`src/design/assert_macros.svh`:
```
// assertion helpers
`ifndef ASSERT_MACROS_SVH
`define ASSERT_MACROS_SVH
// holds whenever out of reset
`define ASSERT_ALWAYS(name, clk, rst_n, prop, msg) \
	name: assert property (@(posedge clk) disable iff (!rst_n) (prop)) else $error(msg);
// implication checked in the cycle after the antecedent
`define ASSERT_NEXT(name, clk, rst_n, ante, cons, msg) \
	name: assert property (@(posedge clk) disable iff (!rst_n) (ante) |=> (cons)) else $error(msg);
`endif

```
`src/design/lcm_pkg.sv`:
```
`timescale 1ns / 1ps
package lcm_pkg;
	localparam int OP_W = 4;
	localparam int PID_W = 5;
	localparam int IDX_W = 4;
	localparam int ST_W = 3;

	localparam logic [OP_W-1:0] OP_LOCK_INIT = 4'd0;
	localparam logic [OP_W-1:0] OP_ACQUIRE   = 4'd1;
	localparam logic [OP_W-1:0] OP_RELEASE   = 4'd2;
	localparam logic [OP_W-1:0] OP_CVAR_INIT = 4'd3;
	localparam logic [OP_W-1:0] OP_WAIT      = 4'd4;
	localparam logic [OP_W-1:0] OP_SIGNAL    = 4'd5;
	localparam logic [OP_W-1:0] OP_BCAST     = 4'd6;
	localparam logic [OP_W-1:0] OP_RECL_LOCK = 4'd7;
	localparam logic [OP_W-1:0] OP_RECL_CVAR = 4'd8;

	localparam logic [ST_W-1:0] ST_OK       = 3'd0;
	localparam logic [ST_W-1:0] ST_NO_SLOT  = 3'd1;
	localparam logic [ST_W-1:0] ST_INACTIVE = 3'd2;
	localparam logic [ST_W-1:0] ST_NOT_OWN  = 3'd3;
	localparam logic [ST_W-1:0] ST_BUSY     = 3'd4;

	localparam int BCAST_MAX = 32;

	typedef enum logic [1:0] {
		S_IDLE,
		S_EXEC,
		S_OUT,
		S_BCAST
	} state_t;

	// controller to datapath
	typedef struct packed {
		logic load;   // capture request
		logic exec;   // evaluate and update tables
		logic bstep;  // pop one broadcast waiter
	} cmd_t;

	// datapath to controller
	typedef struct packed {
		logic bcast_more;  // broadcast needs another beat
	} stat_t;
endpackage

```
`src/design/lcm_ctrl.sv`:
```
`timescale 1ns / 1ps
`include "assert_macros.svh"
module lcm_ctrl
	import lcm_pkg::*;
(
	input  logic  clk,
	input  logic  arst_n,
	input  logic  in_fire,
	input  logic  out_fire,
	input  stat_t stat,
	output cmd_t  cmd,
	output logic  in_rdy,
	output logic  out_vld
);
	state_t state_q, state_d;

	always_ff @(posedge clk or negedge arst_n) begin
		if (!arst_n) state_q <= S_IDLE;
		else state_q <= state_d;
	end

	always_comb begin
		state_d = state_q;
		cmd = '0;
		in_rdy = 1'b0;
		out_vld = 1'b0;
		case (state_q)
			S_IDLE: begin
				in_rdy = 1'b1;
				cmd.load = in_fire;
				if (in_fire) state_d = S_EXEC;
			end
			S_EXEC: begin
				cmd.exec = 1'b1;
				state_d = S_OUT;
			end
			S_OUT: begin
				out_vld = 1'b1;
				if (out_fire) begin
					if (stat.bcast_more) state_d = S_BCAST;
					else state_d = S_IDLE;
				end
			end
			S_BCAST: begin
				cmd.bstep = 1'b1;
				state_d = S_OUT;
			end
			default: state_d = S_IDLE;
		endcase
	end

	`ASSERT_NEXT(a_load_exec, clk, arst_n, cmd.load, state_q == S_EXEC, "load not followed by exec")
	`ASSERT_ALWAYS(a_one_cmd, clk, arst_n, $onehot0(cmd), "several commands at once")
	`ASSERT_NEXT(a_exec_out, clk, arst_n, cmd.exec, out_vld, "exec not followed by result")
endmodule

```
`src/design/lcm_dp.sv`:
```
`timescale 1ns / 1ps
module lcm_dp
	import lcm_pkg::*;
#(
	parameter int LOCK_SLOTS = 16,
	parameter int CVAR_SLOTS = 16,
	parameter int PROCESSES = 32
) (
	input  logic             clk,
	input  logic             arst_n,
	input  cmd_t             cmd,
	input  logic [OP_W-1:0]  op,
	input  logic [PID_W-1:0] pid,
	input  logic [IDX_W-1:0] lk_sel,
	input  logic [IDX_W-1:0] cv_sel,
	output stat_t            stat,
	output logic [ST_W-1:0]  status,
	output logic             granted,
	output logic [IDX_W-1:0] new_index,
	output logic             woken_valid,
	output logic [PID_W-1:0] woken_pid,
	output logic             last
);
	localparam int LW = (LOCK_SLOTS > 1) ? $clog2(LOCK_SLOTS) : 1;
	localparam int CW = (CVAR_SLOTS > 1) ? $clog2(CVAR_SLOTS) : 1;
	localparam int PW = $clog2(PROCESSES);
	localparam int NW = $clog2(PROCESSES + 1);

	logic [LOCK_SLOTS-1:0] lact_q, lheld_q;
	logic [PW-1:0] lown_q [LOCK_SLOTS];
	logic [PW-1:0] lhead_q [LOCK_SLOTS];
	logic [PW-1:0] ltail_q [LOCK_SLOTS];
	logic [NW-1:0] lcnt_q [LOCK_SLOTS];
	logic [CVAR_SLOTS-1:0] cact_q;
	logic [PW-1:0] chead_q [CVAR_SLOTS];
	logic [PW-1:0] ctail_q [CVAR_SLOTS];
	logic [NW-1:0] ccnt_q [CVAR_SLOTS];
	logic [PW-1:0] nxt_q [PROCESSES];

	logic [OP_W-1:0] op_q;
	logic [PID_W-1:0] pid_q;
	logic [IDX_W-1:0] li_q, ci_q;
	logic [5:0] bk_q;
	logic bmore_q;

	logic [LW-1:0] l;
	logic [CW-1:0] c;
	logic lok, cok, pok, l_inr, c_inr;
	logic [PW-1:0] p;
	logic [PW-1:0] lhd, ctl, chd;
	logic [NW-1:0] lc, cc;
	logic own;
	logic lfree, cfree;
	logic [LW-1:0] lfi;
	logic [CW-1:0] cfi;

	assign l = LW'(li_q);
	assign c = CW'(ci_q);
	assign p = PW'(pid_q);
	assign l_inr = {{(32-IDX_W){1'b0}}, li_q} < LOCK_SLOTS;
	assign c_inr = {{(32-IDX_W){1'b0}}, ci_q} < CVAR_SLOTS;
	assign lok = l_inr && lact_q[l];
	assign cok = c_inr && cact_q[c];
	assign pok = {{(32-PID_W){1'b0}}, pid_q} < PROCESSES;
	assign lhd = lhead_q[l];
	assign lc = lcnt_q[l];
	assign chd = chead_q[c];
	assign ctl = ctail_q[c];
	assign cc = ccnt_q[c];
	assign own = lheld_q[l] && ({{(32-PW){1'b0}}, lown_q[l]} == {{(32-PID_W){1'b0}}, pid_q});

	// priority search for lowest free slot
	always_comb begin
		lfree = 1'b0;
		lfi = '0;
		for (int i = LOCK_SLOTS - 1; i >= 0; i--) begin
			if (!lact_q[i]) begin
				lfree = 1'b1;
				lfi = LW'(i);
			end
		end
		cfree = 1'b0;
		cfi = '0;
		for (int i = CVAR_SLOTS - 1; i >= 0; i--) begin
			if (!cact_q[i]) begin
				cfree = 1'b1;
				cfi = CW'(i);
			end
		end
	end

	assign stat.bcast_more = bmore_q;

	always_ff @(posedge clk or negedge arst_n) begin
		if (!arst_n) begin
			lact_q <= '0;
			lheld_q <= '0;
			cact_q <= '0;
			bmore_q <= 1'b0;
			for (int i = 0; i < LOCK_SLOTS; i++) lcnt_q[i] <= '0;
			for (int i = 0; i < CVAR_SLOTS; i++) ccnt_q[i] <= '0;
		end else if (cmd.exec) begin
			bmore_q <= 1'b0;
			case (op_q)
				OP_LOCK_INIT: if (lfree) begin
					lact_q[lfi] <= 1'b1;
					lheld_q[lfi] <= 1'b0;
					lown_q[lfi] <= '0;
					lcnt_q[lfi] <= '0;
				end
				OP_ACQUIRE: if (lok && pok) begin
					if (!lheld_q[l]) begin
						lheld_q[l] <= 1'b1;
						lown_q[l] <= p;
					end else if ({{(32-NW){1'b0}}, lc} < PROCESSES) begin
						if (lc == '0) lhead_q[l] <= p;
						else nxt_q[ltail_q[l]] <= p;
						ltail_q[l] <= p;
						lcnt_q[l] <= lc + NW'(1);
					end
				end
				OP_RELEASE, OP_WAIT: begin
					if (lok && pok && own && (op_q == OP_RELEASE ||
					    (cok && {{(32-NW){1'b0}}, cc} < PROCESSES))) begin
						if (op_q == OP_WAIT) begin
							if (cc == '0) chead_q[c] <= p;
							else nxt_q[ctl] <= p;
							ctail_q[c] <= p;
							ccnt_q[c] <= cc + NW'(1);
						end
						if (lc != '0) begin
							lown_q[l] <= lhd;
							// the handoff follows the link that the wait just wrote
							if (op_q == OP_WAIT && cc != '0 && ctl == lhd) lhead_q[l] <= p;
							else lhead_q[l] <= nxt_q[lhd];
							lcnt_q[l] <= lc - NW'(1);
						end else begin
							lheld_q[l] <= 1'b0;
							lown_q[l] <= '0;
						end
					end
				end
				OP_CVAR_INIT: if (cfree) begin
					cact_q[cfi] <= 1'b1;
					ccnt_q[cfi] <= '0;
				end
				OP_SIGNAL, OP_BCAST: if (cok && cc != '0) begin
					chead_q[c] <= nxt_q[chd];
					ccnt_q[c] <= cc - NW'(1);
					bmore_q <= (op_q == OP_BCAST) && (cc != NW'(1));
				end
				OP_RECL_LOCK: if (lok && !lheld_q[l] && lc == '0) lact_q[l] <= 1'b0;
				OP_RECL_CVAR: if (cok && cc == '0) cact_q[c] <= 1'b0;
				default: ;
			endcase
		end else if (cmd.bstep) begin
			chead_q[c] <= nxt_q[chd];
			ccnt_q[c] <= cc - NW'(1);
			bmore_q <= (cc != NW'(1)) && (bk_q != 6'(BCAST_MAX - 2));
		end
	end

	// request capture and result register
	always_ff @(posedge clk) begin
		if (cmd.load) begin
			op_q <= op;
			pid_q <= pid;
			li_q <= lk_sel;
			ci_q <= cv_sel;
		end
		if (cmd.exec) begin
			status <= ST_OK;
			granted <= 1'b0;
			new_index <= '0;
			woken_valid <= 1'b0;
			woken_pid <= '0;
			last <= 1'b1;
			bk_q <= '0;
			case (op_q)
				OP_LOCK_INIT: begin
					if (lfree) new_index <= IDX_W'(lfi);
					else status <= ST_NO_SLOT;
				end
				OP_ACQUIRE: begin
					if (!lok || !pok) status <= ST_INACTIVE;
					else if (!lheld_q[l]) granted <= 1'b1;
					else if ({{(32-NW){1'b0}}, lc} >= PROCESSES) status <= ST_BUSY;
				end
				OP_RELEASE: begin
					if (!lok || !pok) status <= ST_INACTIVE;
					else if (!own) status <= ST_NOT_OWN;
					else if (lc != '0) begin
						woken_valid <= 1'b1;
						woken_pid <= PID_W'(lhd);
					end
				end
				OP_CVAR_INIT: begin
					if (cfree) new_index <= IDX_W'(cfi);
					else status <= ST_NO_SLOT;
				end
				OP_WAIT: begin
					if (!cok || !lok || !pok) status <= ST_INACTIVE;
					else if (!own) status <= ST_NOT_OWN;
					else if ({{(32-NW){1'b0}}, cc} >= PROCESSES) status <= ST_BUSY;
					else if (lc != '0) begin
						woken_valid <= 1'b1;
						woken_pid <= PID_W'(lhd);
					end
				end
				OP_SIGNAL, OP_BCAST: begin
					if (!cok) status <= ST_INACTIVE;
					else if (cc != '0) begin
						woken_valid <= 1'b1;
						woken_pid <= PID_W'(chd);
						last <= !((op_q == OP_BCAST) && (cc != NW'(1)));
					end
				end
				OP_RECL_LOCK: begin
					if (!lok) status <= ST_INACTIVE;
					else if (lheld_q[l] || lc != '0) status <= ST_BUSY;
				end
				OP_RECL_CVAR: begin
					if (!cok) status <= ST_INACTIVE;
					else if (cc != '0) status <= ST_BUSY;
				end
				default: status <= ST_INACTIVE;
			endcase
		end else if (cmd.bstep) begin
			woken_pid <= PID_W'(chd);
			last <= (cc == NW'(1)) || (bk_q == 6'(BCAST_MAX - 2));
			bk_q <= bk_q + 6'd1;
		end
	end
endmodule

```
`src/design/lock_and_condvar_manager_top.sv`:
```
`timescale 1ns / 1ps
// channel  dir  tdata (lsb first)                                   tlast
// s_axis   in   op[3:0] pid[8:4] lk_sel[12:9] cv_sel[16:13]          -
// m_axis   out  status[2:0] granted[3] new_index[7:4]                last
//               woken_valid[8] woken_pid[13:9]
// one request at a time: capture, table update, then the result beat
// a broadcast adds a result beat per extra waiter, up to BCAST_MAX beats in all
// the controller state sequence in lcm_ctrl sets the pace of requests
// arst_n clears active bits and waiter counts; no clearing pass
// a stalled m_axis holds the beat and keeps s_axis_tready low
module lock_and_condvar_manager_top
	import lcm_pkg::*;
#(
	parameter int LOCK_SLOTS = 16,
	parameter int CVAR_SLOTS = 16,
	parameter int PROCESSES = 32
) (
	input  logic        clk,
	input  logic        arst_n,
	input  logic        s_axis_tvalid,
	output logic        s_axis_tready,
	input  logic [23:0] s_axis_tdata,  // op, pid, lk_sel, cv_sel
	output logic        m_axis_tvalid,
	input  logic        m_axis_tready,
	output logic [15:0] m_axis_tdata,  // status, granted, new_index, woken_valid, woken_pid
	output logic        m_axis_tlast
);
	cmd_t cmd;
	stat_t stat;
	logic [ST_W-1:0] status;
	logic granted, woken_valid;
	logic [IDX_W-1:0] new_index;
	logic [PID_W-1:0] woken_pid;

	lcm_ctrl u_ctrl (
		.clk(clk), .arst_n(arst_n),
		.in_fire(s_axis_tvalid && s_axis_tready),
		.out_fire(m_axis_tvalid && m_axis_tready),
		.stat(stat), .cmd(cmd),
		.in_rdy(s_axis_tready), .out_vld(m_axis_tvalid)
	);

	lcm_dp #(.LOCK_SLOTS(LOCK_SLOTS), .CVAR_SLOTS(CVAR_SLOTS), .PROCESSES(PROCESSES)) u_dp (
		.clk(clk), .arst_n(arst_n), .cmd(cmd),
		.op(s_axis_tdata[3:0]), .pid(s_axis_tdata[8:4]),
		.lk_sel(s_axis_tdata[12:9]), .cv_sel(s_axis_tdata[16:13]),
		.stat(stat), .status(status), .granted(granted), .new_index(new_index),
		.woken_valid(woken_valid), .woken_pid(woken_pid), .last(m_axis_tlast)
	);

	assign m_axis_tdata = {2'b00, woken_pid, woken_valid, new_index, granted, status};
endmodule
```
`config.mk`:
```
export PLATFORM = sky130hd
export DESIGN_NAME = lock_and_condvar_manager_top
export DESIGN_NICKNAME = d
export VERILOG_FILES = /design/src/design/lcm_pkg.sv /design/src/design/lcm_ctrl.sv /design/src/design/lcm_dp.sv /design/src/design/lock_and_condvar_manager_top.sv
export VERILOG_INCLUDE_DIRS = /design/src /design/src/design
export SDC_FILE = /design/constraint.sdc
export NUM_CORES = 2
export LEC_CHECK = 0
export ABC_AREA = 1
export BUFFER_PORTS_ARGS = -buffer_cell sky130_fd_sc_hd__buf_2
export CAP_MARGIN = 15
export CORE_ASPECT_RATIO = 1.4
export CORE_UTILIZATION = 50
export CTS_CLUSTER_SIZE = 8
export DETAILED_ROUTE_END_ITERATION = 8
export PLACE_DENSITY = 0.65
export SLEW_MARGIN = 20
export SYNTH_ARGS = -nofsm -noshare
export SYNTH_HDL_FRONTEND = slang
export SYNTH_SLANG_ARGS = --single-unit
```
`constraint.sdc`:
```
create_clock -name clk -period 8.43 [get_ports clk]
set_input_delay 0.4215 -clock clk [delete_from_list [all_inputs] [get_ports clk]]
set_output_delay 0.4215 -clock clk [all_outputs]
set_load 0.1 [all_outputs]
```
==> flow_metrics.tcl <==
set metrics [dict create \
    fin_tns_setup_ns 0 \
    dieArea_sq_um 92600 \
    worstPathArrival_ns 6.12 \
    max_cap_viol_count 0 \
    worst_path_most_repeated_cell "nand3_1" \
    ys_types 60 \
    cts_buffers 116 \
    fp.dieH_microns 360 \
    worst_slew_margin_rel 0.225 \
    synth.most_common_cell "nand2_1" \
    crit_required_ns 8.83 \
    vdd_drop_max_uv 196 \
    fp-row-count 130 \
    drtIter0Drc 4247 \
    final_area_sq_um 50000 \
    netlist.area_leader.share 0.389 \
    synthTopCellsByArea "edfxtp_1 (39%), dfrtp_1 (13%), nand2_1 (12%)" \
    switchingPower_mw 6.94 \
    clockPowerShare 0.270 \
    syn_area_sq_um 45700 \
    critPathKind "flop to flop" \
    drc 0 \
    port_buffers 37 \
    overflow 0 \
    status "finished, final reports clean" \
    worst-path-buf-inv 5 \
    yosys_warnings 0 \
    htreeDepth 3 \
    avgViaCountPerCell 6.05 \
    fmax_mhz 175 \
    cts_tree "built" \
    clk_path_buf_depth 3 \
    yosysTopAreaCell "edfxtp_1" \
    finalSetupViolCount 0 \
    grt_max_degree 112 \
    critPathTopFamily "buffers and inverters" \
    slew_violations 0 \
    path_max_fanout 78 \
    area_delta_synth_final_pct 9.45 \
    boundaryPins 47 \
    start_util 0.507 \
    wl_microns 147000 \
    clk_latency_ns 0.73 \
    cts_sinks 849 \
    antenna_found_initial 2 \
    p_leak_nw 20.1 \
    tightest_slew_ns 1.16 \
    finalHoldViolations 0 \
    syn_avg_cell_area_sq_um 8.28 \
    track_usage 0.311 \
    synth_cells 5519 \
    detail_route.wl_per_cell_microns 22.0 \
    nets 5480 \
    post_cts.repair.setup_buffers 0 \
    routed-via-count 40500 \
    cpPeakStageDelay_ns 0.75 \
    grt_pass1_wl_microns 221000 \
    yosys-top-cells-count "nand2_1 (1505), edfxtp_1 (592), nor2_1 (569)" \
    synth-edff-count 592 \
    ys_ff_latch 849 \
    endpoint_kind "flop" \
    place_congestion 0.962 \
    startpoint_type "flop" \
    dieWidth_microns 258 \
    pwr-share-seq 0.329 \
    p_per_area_nw_per_um2 320 \
    ys_async_sr_fraction 0.286 \
    dr.pass1.iters 6 \
    power.internal_mw 9.06 \
    ant_nets 0 \
    cts_resized 0 \
    synthFlopType "edfxtp_1" \
    dp_hpwl_microns 93300 \
    hp-class "input pin to flop" \
    crit_chain "clkinv_2 -> buf_4 -> nor2_1 -> nor2_1 -> o21ai_0 -> o211ai_1 -> nand3_1 -> nand2_1 -> buf_4 -> inv_1 -> buf_4 -> o211ai_1 -> nand3_1 -> nand3_1 -> nand3_1 -> nand3_1 -> nand2_1" \
    timing.final.crit_share 0.678 \
    rsz0062_at_grt "no" \
    synth.yosys.seq_area_share 0.528 \
    clockRootBuffer "clkbuf_16" \
    slowest_stage "dfxtp_4" \
    core_area_sq_um 90100 \
    fin_skew_ns 0.0352 \
    path_clk_slew_ns 0.06 \
    min_period_ns 5.72 \
    post_dp_cell_area_sq_um 46600 \
    grt_pass1_vias 37900 \
    swShare 0.434 \
    p_comb_frac 0.401 \
    drive_above_1_share 0.0594 \
]
==> sequential cells by signal (all words and copies together) (netlist names), 2 cells and up, named ones only <==
| name | cells |
|---|---|
| u_dp.ccnt_q | 96 |
| u_dp.ltail_q | 80 |
| u_dp.chead_q | 80 |
| u_dp.lheld_q | 16 |
| u_dp.lcnt_q | 96 |
| u_dp.woken_pid | 5 |
| u_dp.op_q | 4 |
| u_dp.lhead_q | 80 |
| u_dp.p | 5 |
| u_dp.nxt_q | 160 |
| u_dp.bk_q | 6 |
| u_ctrl.state_q | 2 |
| u_dp.new_index | 4 |
| u_dp.status | 3 |
| u_dp.l | 4 |
| u_dp.lown_q | 80 |
| u_dp.cact_q | 16 |
| u_dp.c | 4 |
| u_dp.ctail_q | 80 |
| u_dp.lact_q | 16 |
==> layout make-up <==
| class | instances | area (sq um) |
|---|---|---|
| fillers | 8273 | 40100 |
| flip-flops and latches | 849 | 24100 |
| multi-input cells | 3906 | 18500 |
| clock buffers | 175 | 3170 |
| inverters | 448 | 1690 |
| well taps | 1188 | 1490 |
| repair buffers | 123 | 911 |
| clock inverters | 4 | 65.1 |
| diodes | 1 | 2.50 |
==> metal layers <==
metal	track usage	vias to the layer above	routed length, microns
li1	-	18700	-
met1	0.389	19300	56600
met2	0.517	1966	71300
met3	0.0536	425	11900
met4	0.159	2	7190
met5	0	-	13
==> cells in the final DEF, fill, tap and decap left out, types with 14 or more instances in the layout <==
master         synthesis  final
a21boi_0              19     19
a21oi_1              150    148
a22oi_1               35     35
a31oi_1               14     14
buf_2                 70     36
buf_4                 21     66
clkbuf_1             210     57
clkbuf_16              0    118
dfrtp_1              243    243
dlygate4sd3_1          0     18
edfxtp_1             592    592
inv_1                412    410
inv_2                 22     22
nand2_1             1505   1503
nand3_1              475    475
nand4_1               37     37
nor2_1               569    565
o211ai_1             272    272
o21ai_0              544    544
o21ai_1               42     41
o221ai_1              28     28
o22ai_1               83     83
==> path summary, 6_finish.rpt <==
| path | from | cells past startpoint | slack [ns] | end |
|---|---|---|---|---|
| min reg2reg | u_dp.lcnt_q[60]$_DFFE_PN0P_ | 2 | 0.48 | u_dp.lcnt_q[60]$_DFFE_PN0P_ |
| max reg2reg | flop | 17 | 2.71 | u_dp.lhead_q[2][1]$_DFFE_PP_ |
| max | flop | 17 | 2.71 | u_dp.lhead_q[2][1]$_DFFE_PP_ |
| min | s_axis_tdata[9] | 1 | 0.05 | u_dp.l[0]$_DFFE_PP_ |
| min in group asynchronous | arst_n | 2 | 0.14 | u_dp.ccnt_q[62]$_DFFE_PN0P_ |
| max in group asynchronous | arst_n | 4 | 6.34 | u_dp.lcnt_q[33]$_DFFE_PN0P_ |
==> logic make-up (layout without fill, tap and decap cells) <==
kind of cell               Yosys count  after routing  synth area share
other                                1              3         0.0000821
and+or+nand+nor                   2657           2657             0.239
AOI/OAI and AO/OA                 1227           1227             0.161
xor gates and xnor gates            12             12           0.00230
DFF                                849            849             0.528
buffers and inverters              765            750            0.0678
adders and majority gates            8              8           0.00219
==> through the flow <==
step | instances | util | hold WS, ns | power, mW | setup WS [ns]
2_1_floorplan | 5520 | - | 0.126 | 9.51 | 5.02
3_3_place_gp | 6496 | 0.517 | 0.309 | 11.5 | 2.80
3_5_place_dp | 6496 | 0.517 | 0.308 | 11.6 | 2.76
4_1_cts | 6693 | 0.555 | 0.0121 | 15.9 | 2.73
5_1_grt | 6693 | 0.555 | 0.0319 | 16.7 | 2.39
6_report | 6694 | 0.555 | 0.0459 | 16.0 | 2.71
==> power groups by stage <==
stage | combinational, mW | clock, mW | sequential, mW
after global placement | 6.17 | 0 | 5.32
after detailed placement | 6.26 | 0 | 5.32
final | 6.42 | 4.32 | 5.26
after floorplan | 4.18 | 0 | 5.33
after CTS | 6.29 | 4.35 | 5.25
after global routing | 6.93 | 4.51 | 5.29
==> what timing repair did <==
| item | 4_1_cts | 5_1_grt |
|---|---|---|
| hold buffers | 18 | 0 |
| setup endpoints to repair | 0 | 0 |
| endpoints found under the hold margin | 48 | 0 |
(Power assumes the default switching activity.)
